===== src/rtl/assert_macros.svh =====
// Assertion macros shared by the calendar date blocks
`ifndef ASSERT_MACROS_SVH
`define ASSERT_MACROS_SVH
`ifndef SYNTH
// Check a property on every rising clock edge outside reset
`define ASSERT_CLK(label, clk, rst_n, prop, msg) \
    label: assert property (@(posedge clk) disable iff (!rst_n) prop) else $error(msg);
// Check that an expression never holds outside reset
`define ASSERT_NEVER(label, clk, rst_n, expr, msg) \
    label: assert property (@(posedge clk) disable iff (!rst_n) !(expr)) else $error(msg);
`else
`define ASSERT_CLK(label, clk, rst_n, prop, msg)
`define ASSERT_NEVER(label, clk, rst_n, expr, msg)
`endif
`endif


===== src/rtl/cdadv_pkg.sv =====
// Types, constants and calendar helper functions for the date advance block
`timescale 1ns / 1ps
package cdadv_pkg;

    localparam int DAY_COUNT_BITS = 16;

    localparam logic [13:0] MAX_YEAR    = 14'd9999;
    localparam logic [13:0] RESET_YEAR  = 14'd2000;
    localparam logic [3:0]  RESET_MONTH = 4'd1;
    localparam logic [4:0]  RESET_DAY   = 5'd1;
    // 1 January 2000 is a Saturday
    localparam logic [2:0]  RESET_WDAY  = 3'd6;
    localparam logic [2:0]  LAST_WDAY   = 3'd6;
    localparam logic [3:0]  FEB         = 4'd2;
    localparam logic [3:0]  DEC         = 4'd12;
    localparam logic [4:0]  DEC_LAST    = 5'd31;
    // floor(x / 25) == (x * 1311) >> 15 for x below 4096
    localparam logic [22:0] RECIP_25    = 23'd1311;

    typedef enum logic [1:0] {
        STATUS_OK,
        STATUS_BAD_LOAD,
        STATUS_SATURATED
    } t_status;

    typedef enum logic [2:0] {
        S_IDLE,
        S_CHECK,
        S_WSUM,
        S_WDAY,
        S_STEP,
        S_DONE
    } t_state;

    typedef struct packed {
        logic        func;
        logic [3:0]  set_month;
        logic [4:0]  set_day;
        logic [13:0] set_year;
        logic [15:0] day_count;
    } t_in_item;

    typedef struct packed {
        logic [3:0]  cur_month;
        logic [4:0]  cur_day;
        logic [13:0] cur_year;
        logic [2:0]  weekday;
        logic        leap_flag;
        logic [1:0]  status;
    } t_out_item;

    typedef struct packed {
        logic    capture;
        logic    commit;
        logic    wsum;
        logic    wday;
        logic    step;
        logic    res_write;
        t_status res_status;
    } t_dp_cmd;

    typedef struct packed {
        logic func;
        logic load_ok;
        logic count_zero;
        logic at_max;
    } t_dp_sts;

    // Gregorian leap rule without a divider
    function automatic logic is_leap(input logic [13:0] y);
        logic [11:0] u;
        logic [22:0] prod;
        logic [7:0]  q;
        logic [11:0] rem;
        u    = y[13:2];
        prod = {11'b0, u} * RECIP_25;
        q    = prod[22:15];
        rem  = u - ({4'b0, q} * 12'd25);
        return (y[1:0] == 2'b00) && ((rem != 12'd0) || (q[1:0] == 2'b00));
    endfunction

    // Length of a month; zero for a month code outside 1..12
    function automatic logic [4:0] days_in_month(input logic [3:0] m, input logic leap);
        logic [4:0] len;
        case (m)
            4'd2:                         len = leap ? 5'd29 : 5'd28;
            4'd4, 4'd6, 4'd9, 4'd11:      len = 5'd30;
            4'd1, 4'd3, 4'd5, 4'd7,
            4'd8, 4'd10, 4'd12:           len = 5'd31;
            default:                      len = 5'd0;
        endcase
        return len;
    endfunction

    // Days in the year before the first of a month, common year
    function automatic logic [8:0] days_before(input logic [3:0] m);
        logic [8:0] n;
        case (m)
            4'd1:    n = 9'd0;
            4'd2:    n = 9'd31;
            4'd3:    n = 9'd59;
            4'd4:    n = 9'd90;
            4'd5:    n = 9'd120;
            4'd6:    n = 9'd151;
            4'd7:    n = 9'd181;
            4'd8:    n = 9'd212;
            4'd9:    n = 9'd243;
            4'd10:   n = 9'd273;
            4'd11:   n = 9'd304;
            4'd12:   n = 9'd334;
            default: n = 9'd0;
        endcase
        return n;
    endfunction

    // Sum congruent mod 7 to the weekday of a valid date (365 = 1 mod 7)
    function automatic logic [13:0] weekday_sum(input logic [3:0] m, input logic [4:0] d,
                                                input logic [13:0] y, input logic leap);
        logic [13:0] p;
        logic [11:0] t;
        logic [22:0] prod;
        logic [7:0]  h;
        logic [5:0]  f;
        p    = y - 14'd1;
        t    = p[13:2];
        prod = {11'b0, t} * RECIP_25;
        h    = prod[22:15];
        f    = h[7:2];
        return p + {2'b0, t} - {6'b0, h} + {8'b0, f} + {5'b0, days_before(m)}
               + {9'b0, d} + {13'b0, (m > FEB) && leap};
    endfunction

    // Remainder by 7 through octal digit folding (8 = 1 mod 7)
    function automatic logic [2:0] mod7(input logic [13:0] s);
        logic [5:0] s1;
        logic [3:0] s2;
        logic [3:0] s3;
        s1 = {3'b0, s[2:0]} + {3'b0, s[5:3]} + {3'b0, s[8:6]} + {3'b0, s[11:9]}
             + {4'b0, s[13:12]};
        s2 = {1'b0, s1[2:0]} + {1'b0, s1[5:3]};
        s3 = {1'b0, s2[2:0]} + {3'b0, s2[3]};
        return (s3 >= 4'd7) ? 3'(s3 - 4'd7) : s3[2:0];
    endfunction

endpackage


===== src/rtl/cdadv_dp.sv =====
// Datapath: held date, weekday, day counter, load check and result register
`timescale 1ns / 1ps
`include "assert_macros.svh"
module cdadv_dp
    import cdadv_pkg::*;
(
    input  logic      i_clk,
    input  logic      i_rst_n,
    input  t_in_item  i_in,
    input  t_dp_cmd   i_cmd,
    output t_dp_sts   o_sts,
    output t_out_item o_res
);

    logic [3:0]                r_month;
    logic [4:0]                r_day;
    logic [13:0]               r_year;
    logic [2:0]                r_wday;
    logic [DAY_COUNT_BITS-1:0] r_count;
    logic [13:0]               r_wsum;
    t_in_item                  r_set;
    t_out_item                 r_res;

    logic       w_leap;
    logic [4:0] w_dim;
    logic       w_set_leap;
    logic       w_at_max;
    logic       w_load_ok;

    // Calendar facts of the held date
    assign w_leap   = is_leap(r_year);
    assign w_dim    = days_in_month(r_month, w_leap);
    assign w_at_max = (r_month == DEC) && (r_day == DEC_LAST) && (r_year == MAX_YEAR);

    // Validate the captured load date
    assign w_set_leap = is_leap(r_set.set_year);
    assign w_load_ok  = (r_set.set_year >= 14'd1) && (r_set.set_year <= MAX_YEAR)
                      && (r_set.set_day >= 5'd1)
                      && (r_set.set_day <= days_in_month(r_set.set_month, w_set_leap));

    assign o_sts.func       = r_set.func;
    assign o_sts.load_ok    = w_load_ok;
    assign o_sts.count_zero = (r_count == '0);
    assign o_sts.at_max     = w_at_max;
    assign o_res            = r_res;

    // Held date and weekday: load, set the weekday from the sum, or advance one day
    always_ff @(posedge i_clk) begin
        if (!i_rst_n) begin
            r_month <= RESET_MONTH;
            r_day   <= RESET_DAY;
            r_year  <= RESET_YEAR;
            r_wday  <= RESET_WDAY;
        end else if (i_cmd.commit) begin
            r_month <= r_set.set_month;
            r_day   <= r_set.set_day;
            r_year  <= r_set.set_year;
        end else if (i_cmd.wday) begin
            r_wday <= mod7(r_wsum);
        end else if (i_cmd.step) begin
            r_wday <= (r_wday == LAST_WDAY) ? 3'd0 : r_wday + 3'd1;
            if (r_day < w_dim) begin
                r_day <= r_day + 5'd1;
            end else begin
                r_day <= 5'd1;
                if (r_month == DEC) begin
                    r_month <= 4'd1;
                    r_year  <= r_year + 14'd1;
                end else begin
                    r_month <= r_month + 4'd1;
                end
            end
        end
    end

    // Capture the item, count down days, form the weekday sum
    always_ff @(posedge i_clk) begin
        if (i_cmd.capture) begin
            r_set   <= i_in;
            r_count <= i_in.day_count[DAY_COUNT_BITS-1:0];
        end else if (i_cmd.step) begin
            r_count <= r_count - DAY_COUNT_BITS'(1);
        end
        if (i_cmd.wsum) begin
            r_wsum <= weekday_sum(r_month, r_day, r_year, w_leap);
        end
    end

    // Latch the result for transfer
    always_ff @(posedge i_clk) begin
        if (i_cmd.res_write) begin
            r_res.cur_month <= r_month;
            r_res.cur_day   <= r_day;
            r_res.cur_year  <= r_year;
            r_res.weekday   <= r_wday;
            r_res.leap_flag <= w_leap;
            r_res.status    <= i_cmd.res_status;
        end
    end

    `ASSERT_CLK(a_date_valid, i_clk, i_rst_n, (r_month >= 4'd1) && (r_day >= 5'd1) && (r_day <= w_dim) && (r_year >= 14'd1) && (r_year <= MAX_YEAR), "held date is not a valid calendar date")
    `ASSERT_NEVER(a_step_past_max, i_clk, i_rst_n, i_cmd.step && w_at_max, "advance stepped past the last date")

endmodule


===== src/rtl/cdadv_ctrl.sv =====
// Controller: sequences load, weekday computation, day stepping and result transfer
`timescale 1ns / 1ps
`include "assert_macros.svh"
module cdadv_ctrl
    import cdadv_pkg::*;
(
    input  logic    i_clk,
    input  logic    i_rst_n,
    input  logic    i_in_valid,
    input  logic    i_out_stall,
    input  t_dp_sts i_sts,
    output logic    o_in_stall,
    output logic    o_out_valid,
    output t_dp_cmd o_cmd
);

    t_state  r_state;
    t_state  n_state;
    t_status r_status;
    t_status n_status;
    logic    r_out_valid;
    logic    n_out_valid;

    // State, status and output valid registers
    always_ff @(posedge i_clk) begin
        if (!i_rst_n) begin
            r_state     <= S_IDLE;
            r_status    <= STATUS_OK;
            r_out_valid <= 1'b0;
        end else begin
            r_state     <= n_state;
            r_status    <= n_status;
            r_out_valid <= n_out_valid;
        end
    end

    // Next state and datapath commands
    always_comb begin
        n_state          = r_state;
        n_status         = r_status;
        o_cmd            = '0;
        o_cmd.res_status = r_status;
        o_in_stall       = 1'b1;
        case (r_state)
            S_IDLE: begin
                o_in_stall = 1'b0;
                if (i_in_valid) begin
                    o_cmd.capture = 1'b1;
                    n_status      = STATUS_OK;
                    n_state       = S_CHECK;
                end
            end
            S_CHECK: begin
                if (i_sts.func) begin
                    n_state = S_STEP;
                end else if (i_sts.load_ok) begin
                    o_cmd.commit = 1'b1;
                    n_state      = S_WSUM;
                end else begin
                    n_status = STATUS_BAD_LOAD;
                    n_state  = S_DONE;
                end
            end
            S_WSUM: begin
                o_cmd.wsum = 1'b1;
                n_state    = S_WDAY;
            end
            S_WDAY: begin
                o_cmd.wday = 1'b1;
                n_state    = S_DONE;
            end
            S_STEP: begin
                if (i_sts.count_zero) begin
                    n_state = S_DONE;
                end else if (i_sts.at_max) begin
                    n_status = STATUS_SATURATED;
                    n_state  = S_DONE;
                end else begin
                    o_cmd.step = 1'b1;
                end
            end
            S_DONE: begin
                if (!r_out_valid || !i_out_stall) begin
                    o_cmd.res_write = 1'b1;
                    n_state         = S_IDLE;
                end
            end
            default: begin
                n_state = S_IDLE;
            end
        endcase
    end

    // Raise valid on a new result, drop it after the transfer
    always_comb begin
        if (o_cmd.res_write) begin
            n_out_valid = 1'b1;
        end else if (r_out_valid && !i_out_stall) begin
            n_out_valid = 1'b0;
        end else begin
            n_out_valid = r_out_valid;
        end
    end

    assign o_out_valid = r_out_valid;

    `ASSERT_CLK(a_res_slot_free, i_clk, i_rst_n, o_cmd.res_write |-> (!r_out_valid || !i_out_stall), "result written over a waiting result")
    `ASSERT_CLK(a_accept_to_check, i_clk, i_rst_n, (i_in_valid && !o_in_stall) |=> (r_state == S_CHECK), "accepted item did not enter the check step")

endmodule


===== src/rtl/calendar_date_advance.sv =====
// Top level of the Gregorian date register with load and day advance
`timescale 1ns / 1ps
// Holds a Gregorian date (reset 1 January 2000, a Saturday) and handles one
// item at a time. A load steps through check and commit, weekday sum,
// remainder by 7 and result write, and then the output transfer; a rejected
// load goes from the check straight to the result write and the transfer.
// An advance by N days checks the item, steps the held date one day at a
// time while the day counter counts down, sees the counter at zero, writes
// the result and then transfers. Past 31 December 9999 it stops early and
// reports saturation. A result that finds the previous one still stalled in
// the output register waits in the done step until that one transfers. A new
// item is accepted as soon as the previous result is in the output register,
// even while that result waits.
module calendar_date_advance
    import cdadv_pkg::*;
(
    input  logic      i_clk,
    input  logic      i_rst_n,
    input  logic      i_in_valid,
    output logic      o_in_stall,
    input  t_in_item  i_in_data,
    output logic      o_out_valid,
    input  logic      i_out_stall,
    output t_out_item o_out_data
);

    t_dp_cmd w_cmd;
    t_dp_sts w_sts;

    // Sequence the work
    cdadv_ctrl u_ctrl (
        .i_clk       (i_clk),
        .i_rst_n     (i_rst_n),
        .i_in_valid  (i_in_valid),
        .i_out_stall (i_out_stall),
        .i_sts       (w_sts),
        .o_in_stall  (o_in_stall),
        .o_out_valid (o_out_valid),
        .o_cmd       (w_cmd)
    );

    // Hold and advance the date
    cdadv_dp u_dp (
        .i_clk   (i_clk),
        .i_rst_n (i_rst_n),
        .i_in    (i_in_data),
        .i_cmd   (w_cmd),
        .o_sts   (w_sts),
        .o_res   (o_out_data)
    );

endmodule

===== config.mk =====
export PLATFORM = sky130hd
export DESIGN_NAME = calendar_date_advance
export DESIGN_NICKNAME = d
export VERILOG_FILES = /design/src/rtl/cdadv_pkg.sv /design/src/rtl/cdadv_dp.sv /design/src/rtl/cdadv_ctrl.sv /design/src/rtl/calendar_date_advance.sv
export VERILOG_INCLUDE_DIRS = /design/src /design/src/rtl
export SDC_FILE = /design/constraint.sdc
export NUM_CORES = 1
export LEC_CHECK = 0
export BUFFER_PORTS_ARGS = -buffer_cell sky130_fd_sc_hd__buf_2
export CAP_MARGIN = 20
export CORE_MARGIN = 2
export CORE_UTILIZATION = 59
export CTS_CLUSTER_DIAMETER = 200
export DETAILED_ROUTE_END_ITERATION = 8
export PLACE_DENSITY = 0.82
export SLEW_MARGIN = 20
export SYNTH_ARGS = -nofsm -noshare
export SYNTH_HDL_FRONTEND = slang
export SYNTH_HIERARCHICAL = 1
export SYNTH_SLANG_ARGS = --single-unit

===== constraint.sdc =====
create_clock -name i_clk -period 12.7 [get_ports i_clk]
set_clock_uncertainty 0.2 [all_clocks]
set_input_delay 1.27 -clock i_clk [delete_from_list [all_inputs] [get_ports i_clk]]
set_output_delay 1.27 -clock i_clk [all_outputs]
set_load 0.02 [all_outputs]

==> out/qor_table.md, run 1 <==
| Step | Item | Value |
| --- | --- | --- |
| run status | Outcome | complete, no violations |
| cells and area | Final net count | 2,648 |
| worst setup path | Critical-path top delay cell | sky130_fd_sc_hd__fa_1 |
| floorplanning | Die Width | 179 um |
| drt | Wire per inst | 18.7 um |
| timing | Fmax | 0.0797 GHz |
| placed design | Post-Place Cell Area | 19,500 sq um |
| cells and area | Non-Filler Cell Area, Final | 20,600 sq um |
| timing | RSZ-0062 raised after global routing | yes |
| worst hold path | Depth of the worst hold-timing path | 0 |
| cts | Clk_lat worst skew | 0.44 ns |
| drt | Detailed-router iteration count before antenna repair | 6 |
| yosys | Number of enable flip-flop cells after synthesis | 83 |
| worst setup path | Stage delay of the slowest cell on the critical path | 0.54 ns |
| cts | Clock Tree Buf Depth | 2 |
| worst hold path | Class of the worst hold path | reg2reg |
| floorplanning | Initial core utilization | 59.7% |
| global route | Via count of the first global-routing pass | 14,900 |
| drt | WL final | 45,200 um |
| worst setup path | Maximum fanout along the worst path | 6 |
| cts | Post-CTS clock slew at the launch and capture registers of the worst setup and hold paths | 0.07 ns |
| worst setup path | Most frequent cell on the critical path | sky130_fd_sc_hd__fa_1 |
| cts | H-Tree Depth | 4 |
| placed design | Count of input and output buffers | 74 |
| timing | Pins over their slew limit | 0 |
| drt | Via count of the routed design | 14,100 |
| floorplanning | Die Span Y | 179 um |
| drt | Via density | 5.83 |
| floorplanning | Placement Rows | 64 |
| cts | Sinks on the clock net | 124 |
| floorplanning | Core area | 30,400 sq um |
| timing | Post-layout minimum cycle time | 12.54 ns |
| global route | First-pass GRT wire length | 72,000 um |
| global route | Total congestion overflow after global routing | 0 |
| global route | Initial antenna violation count | 3 |
| cts | Root Driver | sky130_fd_sc_hd__clkbuf_16 |
| worst setup path | Worst Path Arrival | 12.52 ns |
| global route | Overall Global Routing Usage | 27.6% |
| worst setup path | CP delay by family, top | adder cells |
| timing | Final critical-path share of the clock period | 98.8% |
| worst setup path | WP data required | 12.68 ns |
| worst setup path | Number of buffers and inverters on the critical path | 9 |
| cells and area | Synthesis-to-finish area growth | 13.4% |
| cts | CTS tree | done |
| yosys | Distinct cells, synth | 83 |
| worst setup path | Count of cell instances traversed by the critical path | 53 |
| yosys | Netlist area before placement | 18,200 sq um |
| yosys | Gate count after technology mapping | 1,844 |
| timing | Slew at the pin closest to its max-slew limit | 0.960 ns |
| cts | CTS Buf Count | 17 |
| timing | Final hold violation count | 0 |
| global route | Pin count of the biggest net entering global routing | 58 |
| cells and area | Layout cells sized above 1 | 14.2% |
| drt | Routed Antenna Nets | 0 |
| worst setup path | R2r worst-path depth | 53 |
| worst setup path | Kind of capture point of the worst setup path | flop |
| yosys | Avg Synthesized Cell Area | 9.85 sq um |
| yosys | Yosys warning count | 6 |
| timing | Total of endpoints with negative setup slack in the final report | 0 |
| drt | Violation count after the first detailed-routing iteration | 1,058 |
| drt | Detailed-route DRC error count | 0 |
| yosys | Share of flip-flops with an asynchronous set or reset after synthesis | 0% |
| placed design | Half-perimeter wire length after detailed placement | 34,700 um |
| worst setup path | Element type at the critical path start | flop |
| timing | Post-Route Hold Slack | 0.235 ns |
| flow run | Max-cap viol count | 0 |
| placed design | Final weighted congestion of routability-driven global placement | 0.919 |
| yosys | Number of flip-flops and latches in the synthesized netlist | 124 |
| yosys | Predominant post-synthesis flop cell | sky130_fd_sc_hd__edfxtp_1 |
| timing | Tightest slew margin relative to the limit | 36.0% |
| yosys | Net Count, Synth | 2,485 |
| floorplanning | Die footprint | 32,200 sq um |
| yosys | Seq/Total Area, Yosys | 18.2% |
| floorplanning | Top-level I/O count | 75 |
| worst setup path | Type of the worst setup path | reg2reg |
==> cell type report <==
class	instances	area [sq um]
Sequential cell	124	3330
Fill cell	2176	9820
Multi-Input combinational cell	1302	13600
Clock buffer	18	429
Timing Repair Buffer	172	1130
Clock inverter	14	186
Inverter	390	1470
Antenna cell	1	2.50
Tap cell	396	495
==> metal layers <==
layer | track usage (%) | up-vias | routed length [um]
met5 | 0 | - | 24
met4 | 11.8 | 4 | 1890
met3 | 4.48 | 151 | 3300
met2 | 48.4 | 587 | 22600
met1 | 33.7 | 6858 | 17400
li1 | - | 6487 | -
==> cell families after synthesis <==
logic type | after synthesis | synth area share, %
flops | 124 | 18.2
simple gates | 321 | 8.84
compound gates | 283 | 10.3
mux | 13 | 0.737
fa+ha+maj | 597 | 48.9
xor+xnor | 87 | 4.20
buf+inv | 419 | 8.84
==> layout by cell type (no fill, tap or decap), types with 5 or more instances in the layout <==
cell type and count:
sky130_fd_sc_hd__ha_4 5, sky130_fd_sc_hd__buf_2 74, sky130_fd_sc_hd__nand4_1 11, sky130_fd_sc_hd__nor2b_1 14
sky130_fd_sc_hd__o21ai_1 8, sky130_fd_sc_hd__inv_2 6, sky130_fd_sc_hd__and3_1 10, sky130_fd_sc_hd__o21bai_1 7
sky130_fd_sc_hd__a21oi_2 12, sky130_fd_sc_hd__a22oi_1 8, sky130_fd_sc_hd__a21o_1 13, sky130_fd_sc_hd__nor2_1 76
sky130_fd_sc_hd__nand2b_1 15, sky130_fd_sc_hd__or3_1 6, sky130_fd_sc_hd__nand2_1 86, sky130_fd_sc_hd__a21oi_1 66
sky130_fd_sc_hd__xnor2_1 63, sky130_fd_sc_hd__ha_1 402, sky130_fd_sc_hd__mux2i_1 10, sky130_fd_sc_hd__edfxtp_1 83
sky130_fd_sc_hd__a211oi_1 8, sky130_fd_sc_hd__nor3_1 21, sky130_fd_sc_hd__xor2_1 20, sky130_fd_sc_hd__a31oi_1 9
sky130_fd_sc_hd__or2_2 5, sky130_fd_sc_hd__nand3_1 28, sky130_fd_sc_hd__buf_4 95, sky130_fd_sc_hd__o21a_1 23
sky130_fd_sc_hd__fa_1 187, sky130_fd_sc_hd__inv_1 383, sky130_fd_sc_hd__o31a_1 5, sky130_fd_sc_hd__nand3b_1 6
sky130_fd_sc_hd__dfxtp_2 5, sky130_fd_sc_hd__dfxtp_1 32, sky130_fd_sc_hd__o21ai_0 57, sky130_fd_sc_hd__o22ai_1 8
sky130_fd_sc_hd__clkbuf_16 17
==> flip-flops by register name, summed over array words and instances (netlist names), 4 cells and up, named ones only <==
signal and flops:
u_dp/o_res 29, u_dp/r_month 4, u_dp/r_count 16, u_dp/r_year 14, u_dp/r_wsum 14, u_dp/r_set 23
u_dp/r_day 5
==> Yosys cell counts (all sizes together), types with 5 or more instances <==
master  count  area [sq um]
a211oi     12           100
a21boi      5          37.5
a21o       13          97.6
a21oi      81           417
a22oi       8          60.1
a31oi       9          56.3
and2        5          31.3
and3       11          68.8
buf        10          70.1
clkbuf     19          71.3
dfxtp      41           821
edfxtp     83          2490
fa        188          3760
ha        409          5120
inv       390          1460
mux2i      10           100
nand2      87           327
nand2b     15          93.8
nand3      29           145
nand3b      6          45.0
nand4      11          68.8
nor2       79           297
nor2b      15          93.8
nor3       24           125
nor3b       5          37.5
nor4        6          52.6
o21a       23           173
o21ai      66           330
o21bai      8          60.1
o22ai       8          50.1
o31a        5          43.8
or2         5          31.3
or3         6          37.5
or4         6          48.8
xnor2      67           587
xor2       20           175
==> what timing repair did <==
action                                  CTS  global route
cloned                                    0             1
resized for setup                        10            58
hold buffers                              0             0
pin swaps                                 5            32
setup buffers                             3            22
endpoints found under the setup margin    3            29
==> through the flow <==
stage	std cells	util (%)	setup slack, ns	setup TNS (ns)
after global placement	2357	63.9	0.0617	0
after global routing	2416	67.7	-0.350	-1.19
after floorplan	1844	-	0.00933	0
after detailed placement	2357	63.9	-0.337	-0.412
final	2417	67.7	0.155	0
after CTS	2392	66.2	0.00953	0
==> path summary, 6_finish.rpt <==
kind	endpoint	slack, ns	startpoint
setup / recovery	u_dp/r_wsum[13]	0.16	u_dp/r_year[9]
setup reg to reg	u_dp/r_wsum[13]	0.16	u_dp/r_year[9]
hold reg to reg	u_dp/o_res[0]	0.24	u_ctrl/r_status[0]
hold / removal	u_dp/o_res[0]	0.24	u_ctrl/r_status[0]
Power of run 1 is left out: the tool's default activity adds up to more than one toggle a clock period on the data nets, which glitch-free logic cannot reach.
==> run 2: changes to the inputs <==
- CORE_UTILIZATION: 59 -> 50
- PLACE_DENSITY: 0.82 -> 0.71
==> run 2 against run 1 <==
- wire length shrank 6.9%
- global-route usage shrank 4.9 points
- critical path depth shrank 1
- core utilization shrank 9.6 points
- via count shrank 4.1%
- die area grew 18%
- register-to-register slack gained 0.18 ns
- clock-buffer cell count is the same
- final area grew 0.63%
- non-clock buffer count grew 15
- fmax grew 1.4%
- critical endpoint unchanged
- highest routed layer is now met4
==> out/qor_table.md, run 2 (synthesized netlist as in run 1, its figures left out) <==
| Step | Item | Value |
| --- | --- | --- |
| run status | Outcome | complete, no violations |
| cts | CTS Hold Bufs | 0 |
| worst setup path | WP data required | 12.68 ns |
| timing | TNS Setup | 0 ns |
| placed design | Half-perimeter wire length after detailed placement | 34,300 um |
| worst hold path | Class of the worst hold path | reg2reg |
| cells and area | Most frequent standard cell in the layout excluding fill and tap cells | sky130_fd_sc_hd__ha_1 |
| cts | H-Tree Depth | 4 |
| floorplanning | Top-level I/O count | 75 |
| drt | WL final | 42,100 um |
| floorplanning | Placement Rows | 69 |
| worst setup path | Element type at the critical path start | flop |
| cts | Clock Tree Buf Depth | 2 |
| cts | CTS tree | done |
| cts | Sinks on the clock net | 124 |
| cts | Clk_lat worst skew | 0.43 ns |
| drt | Via density | 5.41 |
| drt | Routed Antenna Nets | 0 |
| global route | First-pass GRT wire length | 68,900 um |
| drt | Wire per inst | 16.9 um |
| placed design | Count of input and output buffers | 74 |
| timing | Pins over their slew limit | 0 |
| drt | Detailed-router iteration count before antenna repair | 6 |
| cts | Root Driver | sky130_fd_sc_hd__clkbuf_16 |
| floorplanning | Die Span Y | 195 um |
| global route | Initial antenna violation count | 0 |
| placed design | Number of placed instances, taps included | 2,439 |
| worst setup path | Stage delay of the slowest cell on the critical path | 0.54 ns |
| cells and area | Layout cells sized above 1 | 14.9% |
| global route | Pin count of the biggest net entering global routing | 58 |
| timing | Final critical-path share of the clock period | 97.4% |
| cells and area | Post-layout utilization of the core | 58.2% |
| cells and area | Synthesis-to-finish area growth | 14.1% |
| timing | Final hold violation count | 0 |
| cts | Post-CTS clock slew at the launch and capture registers of the worst setup and hold paths | 0.07 ns |
| cells and area | Final net count | 2,662 |
| floorplanning | Initial core utilization | 50.9% |
| timing | Slew at the pin closest to its max-slew limit | 1.08 ns |
| worst setup path | Maximum fanout along the worst path | 4 |
| cts | CTS Buf Count | 17 |
| cells and area | Most used cells in the layout excluding fill and tap cells | 404 x sky130_fd_sc_hd__ha_1, 380 x sky130_fd_sc_hd__inv_1, 185 x sky130_fd_sc_hd__fa_1, 111 x sky130_fd_sc_hd__buf_4, 86 x sky130_fd_sc_hd__nand2_1 |
| worst setup path | Type of the worst setup path | reg2reg |
| drt | Via count of the routed design | 13,500 |
| timing | RSZ-0062 raised after global routing | yes |
| timing | Fmax | 0.0809 GHz |
| timing | Tightest slew margin relative to the limit | 27.5% |
| floorplanning | Die Width | 195 um |
| global route | Via count of the first global-routing pass | 14,000 |
| timing | Post-Route Hold Slack | 0.233 ns |
| worst setup path | Critical-path top delay cell | sky130_fd_sc_hd__fa_1 |
| cells and area | Finished Layout Cells | 2,495 |
| timing | Post-layout minimum cycle time | 12.37 ns |
| timing | Total of endpoints with negative setup slack in the final report | 0 |
| cells and area | Antenna diodes | 0 |
| floorplanning | Core area | 35,700 sq um |
| global route | Total congestion overflow after global routing | 0 |
| cells and area | Number of flip-flops in the largest register | 29 |
| floorplanning | Die footprint | 37,900 sq um |
| worst setup path | Worst Path Arrival | 12.35 ns |
| worst setup path | Kind of capture point of the worst setup path | flop |
| placed design | Final weighted congestion of routability-driven global placement | 0.935 |
| flow run | Max-cap viol count | 0 |
| drt | Detailed-route DRC error count | 0 |
| global route | Overall Global Routing Usage | 22.7% |
| drt | Violation count after the first detailed-routing iteration | 674 |
| worst setup path | Most frequent cell on the critical path | sky130_fd_sc_hd__fa_1 |
[run 2: routing by layer]
metal	GRT usage, %	part of all wire [%]	vias to the layer above
met1	29.6	44	6590
met5	0	0	-
met4	5.41	1.8	0
met3	3.59	4.6	55
li1	-	-	6528
met2	39.7	49	333
[run 2: path summary, 6_finish.rpt]
kind	startpoint	endpoint	slack, ns	cells past startpoint
worst min register to register	u_ctrl/r_status[1]	u_dp/o_res[1]	0.23	0
worst min-delay path	u_ctrl/r_status[1]	u_dp/o_res[1]	0.23	0
worst max register to register	u_dp/r_year[11]	u_dp/r_wsum[13]	0.33	52
worst max-delay path	u_dp/r_year[11]	u_dp/r_wsum[13]	0.33	52
[run 2: final cells by class]
type	instances	area (sq um)
multi-input combinational	1301	13500
tap	461	577
inverter	390	1470
clock buffer	18	450
timing repair buffer	187	1240
fill	3042	14900
sequential	124	3320
clock inverter	14	140
[run 2: critical path: cells and delay by family (launching register included)]
| kind | cells | cell delay (ns) |
|---|---|---|
| flip-flops | 1 | 0.35 |
| AO/OA/AOI/OAI | 21 | 3.79 |
| adder cells (fa/ha/maj) | 15 | 5.90 |
| AND/OR/NAND/NOR | 8 | 1.25 |
| buffers and inverters | 6 | 0.40 |
| XOR/XNOR | 2 | 0.22 |
[run 2: repair_timing]
action	4_1_cts	5_1_grt
setup buffers	7	16
setup endpoints to repair	2	17
pin swaps	5	41
resized for setup	6	59
[run 2: per-stage QoR]
step | cell area (sq um) | setup WS [ns]
finish | 20700 | 0.334
global route | 20700 | -0.233
CTS | 20300 | 0.000600
detailed placement | 19700 | -0.286
global placement | 19700 | -0.0299
floorplan | 18200 | 0.00933
Power of run 2 is left out for the same reason.
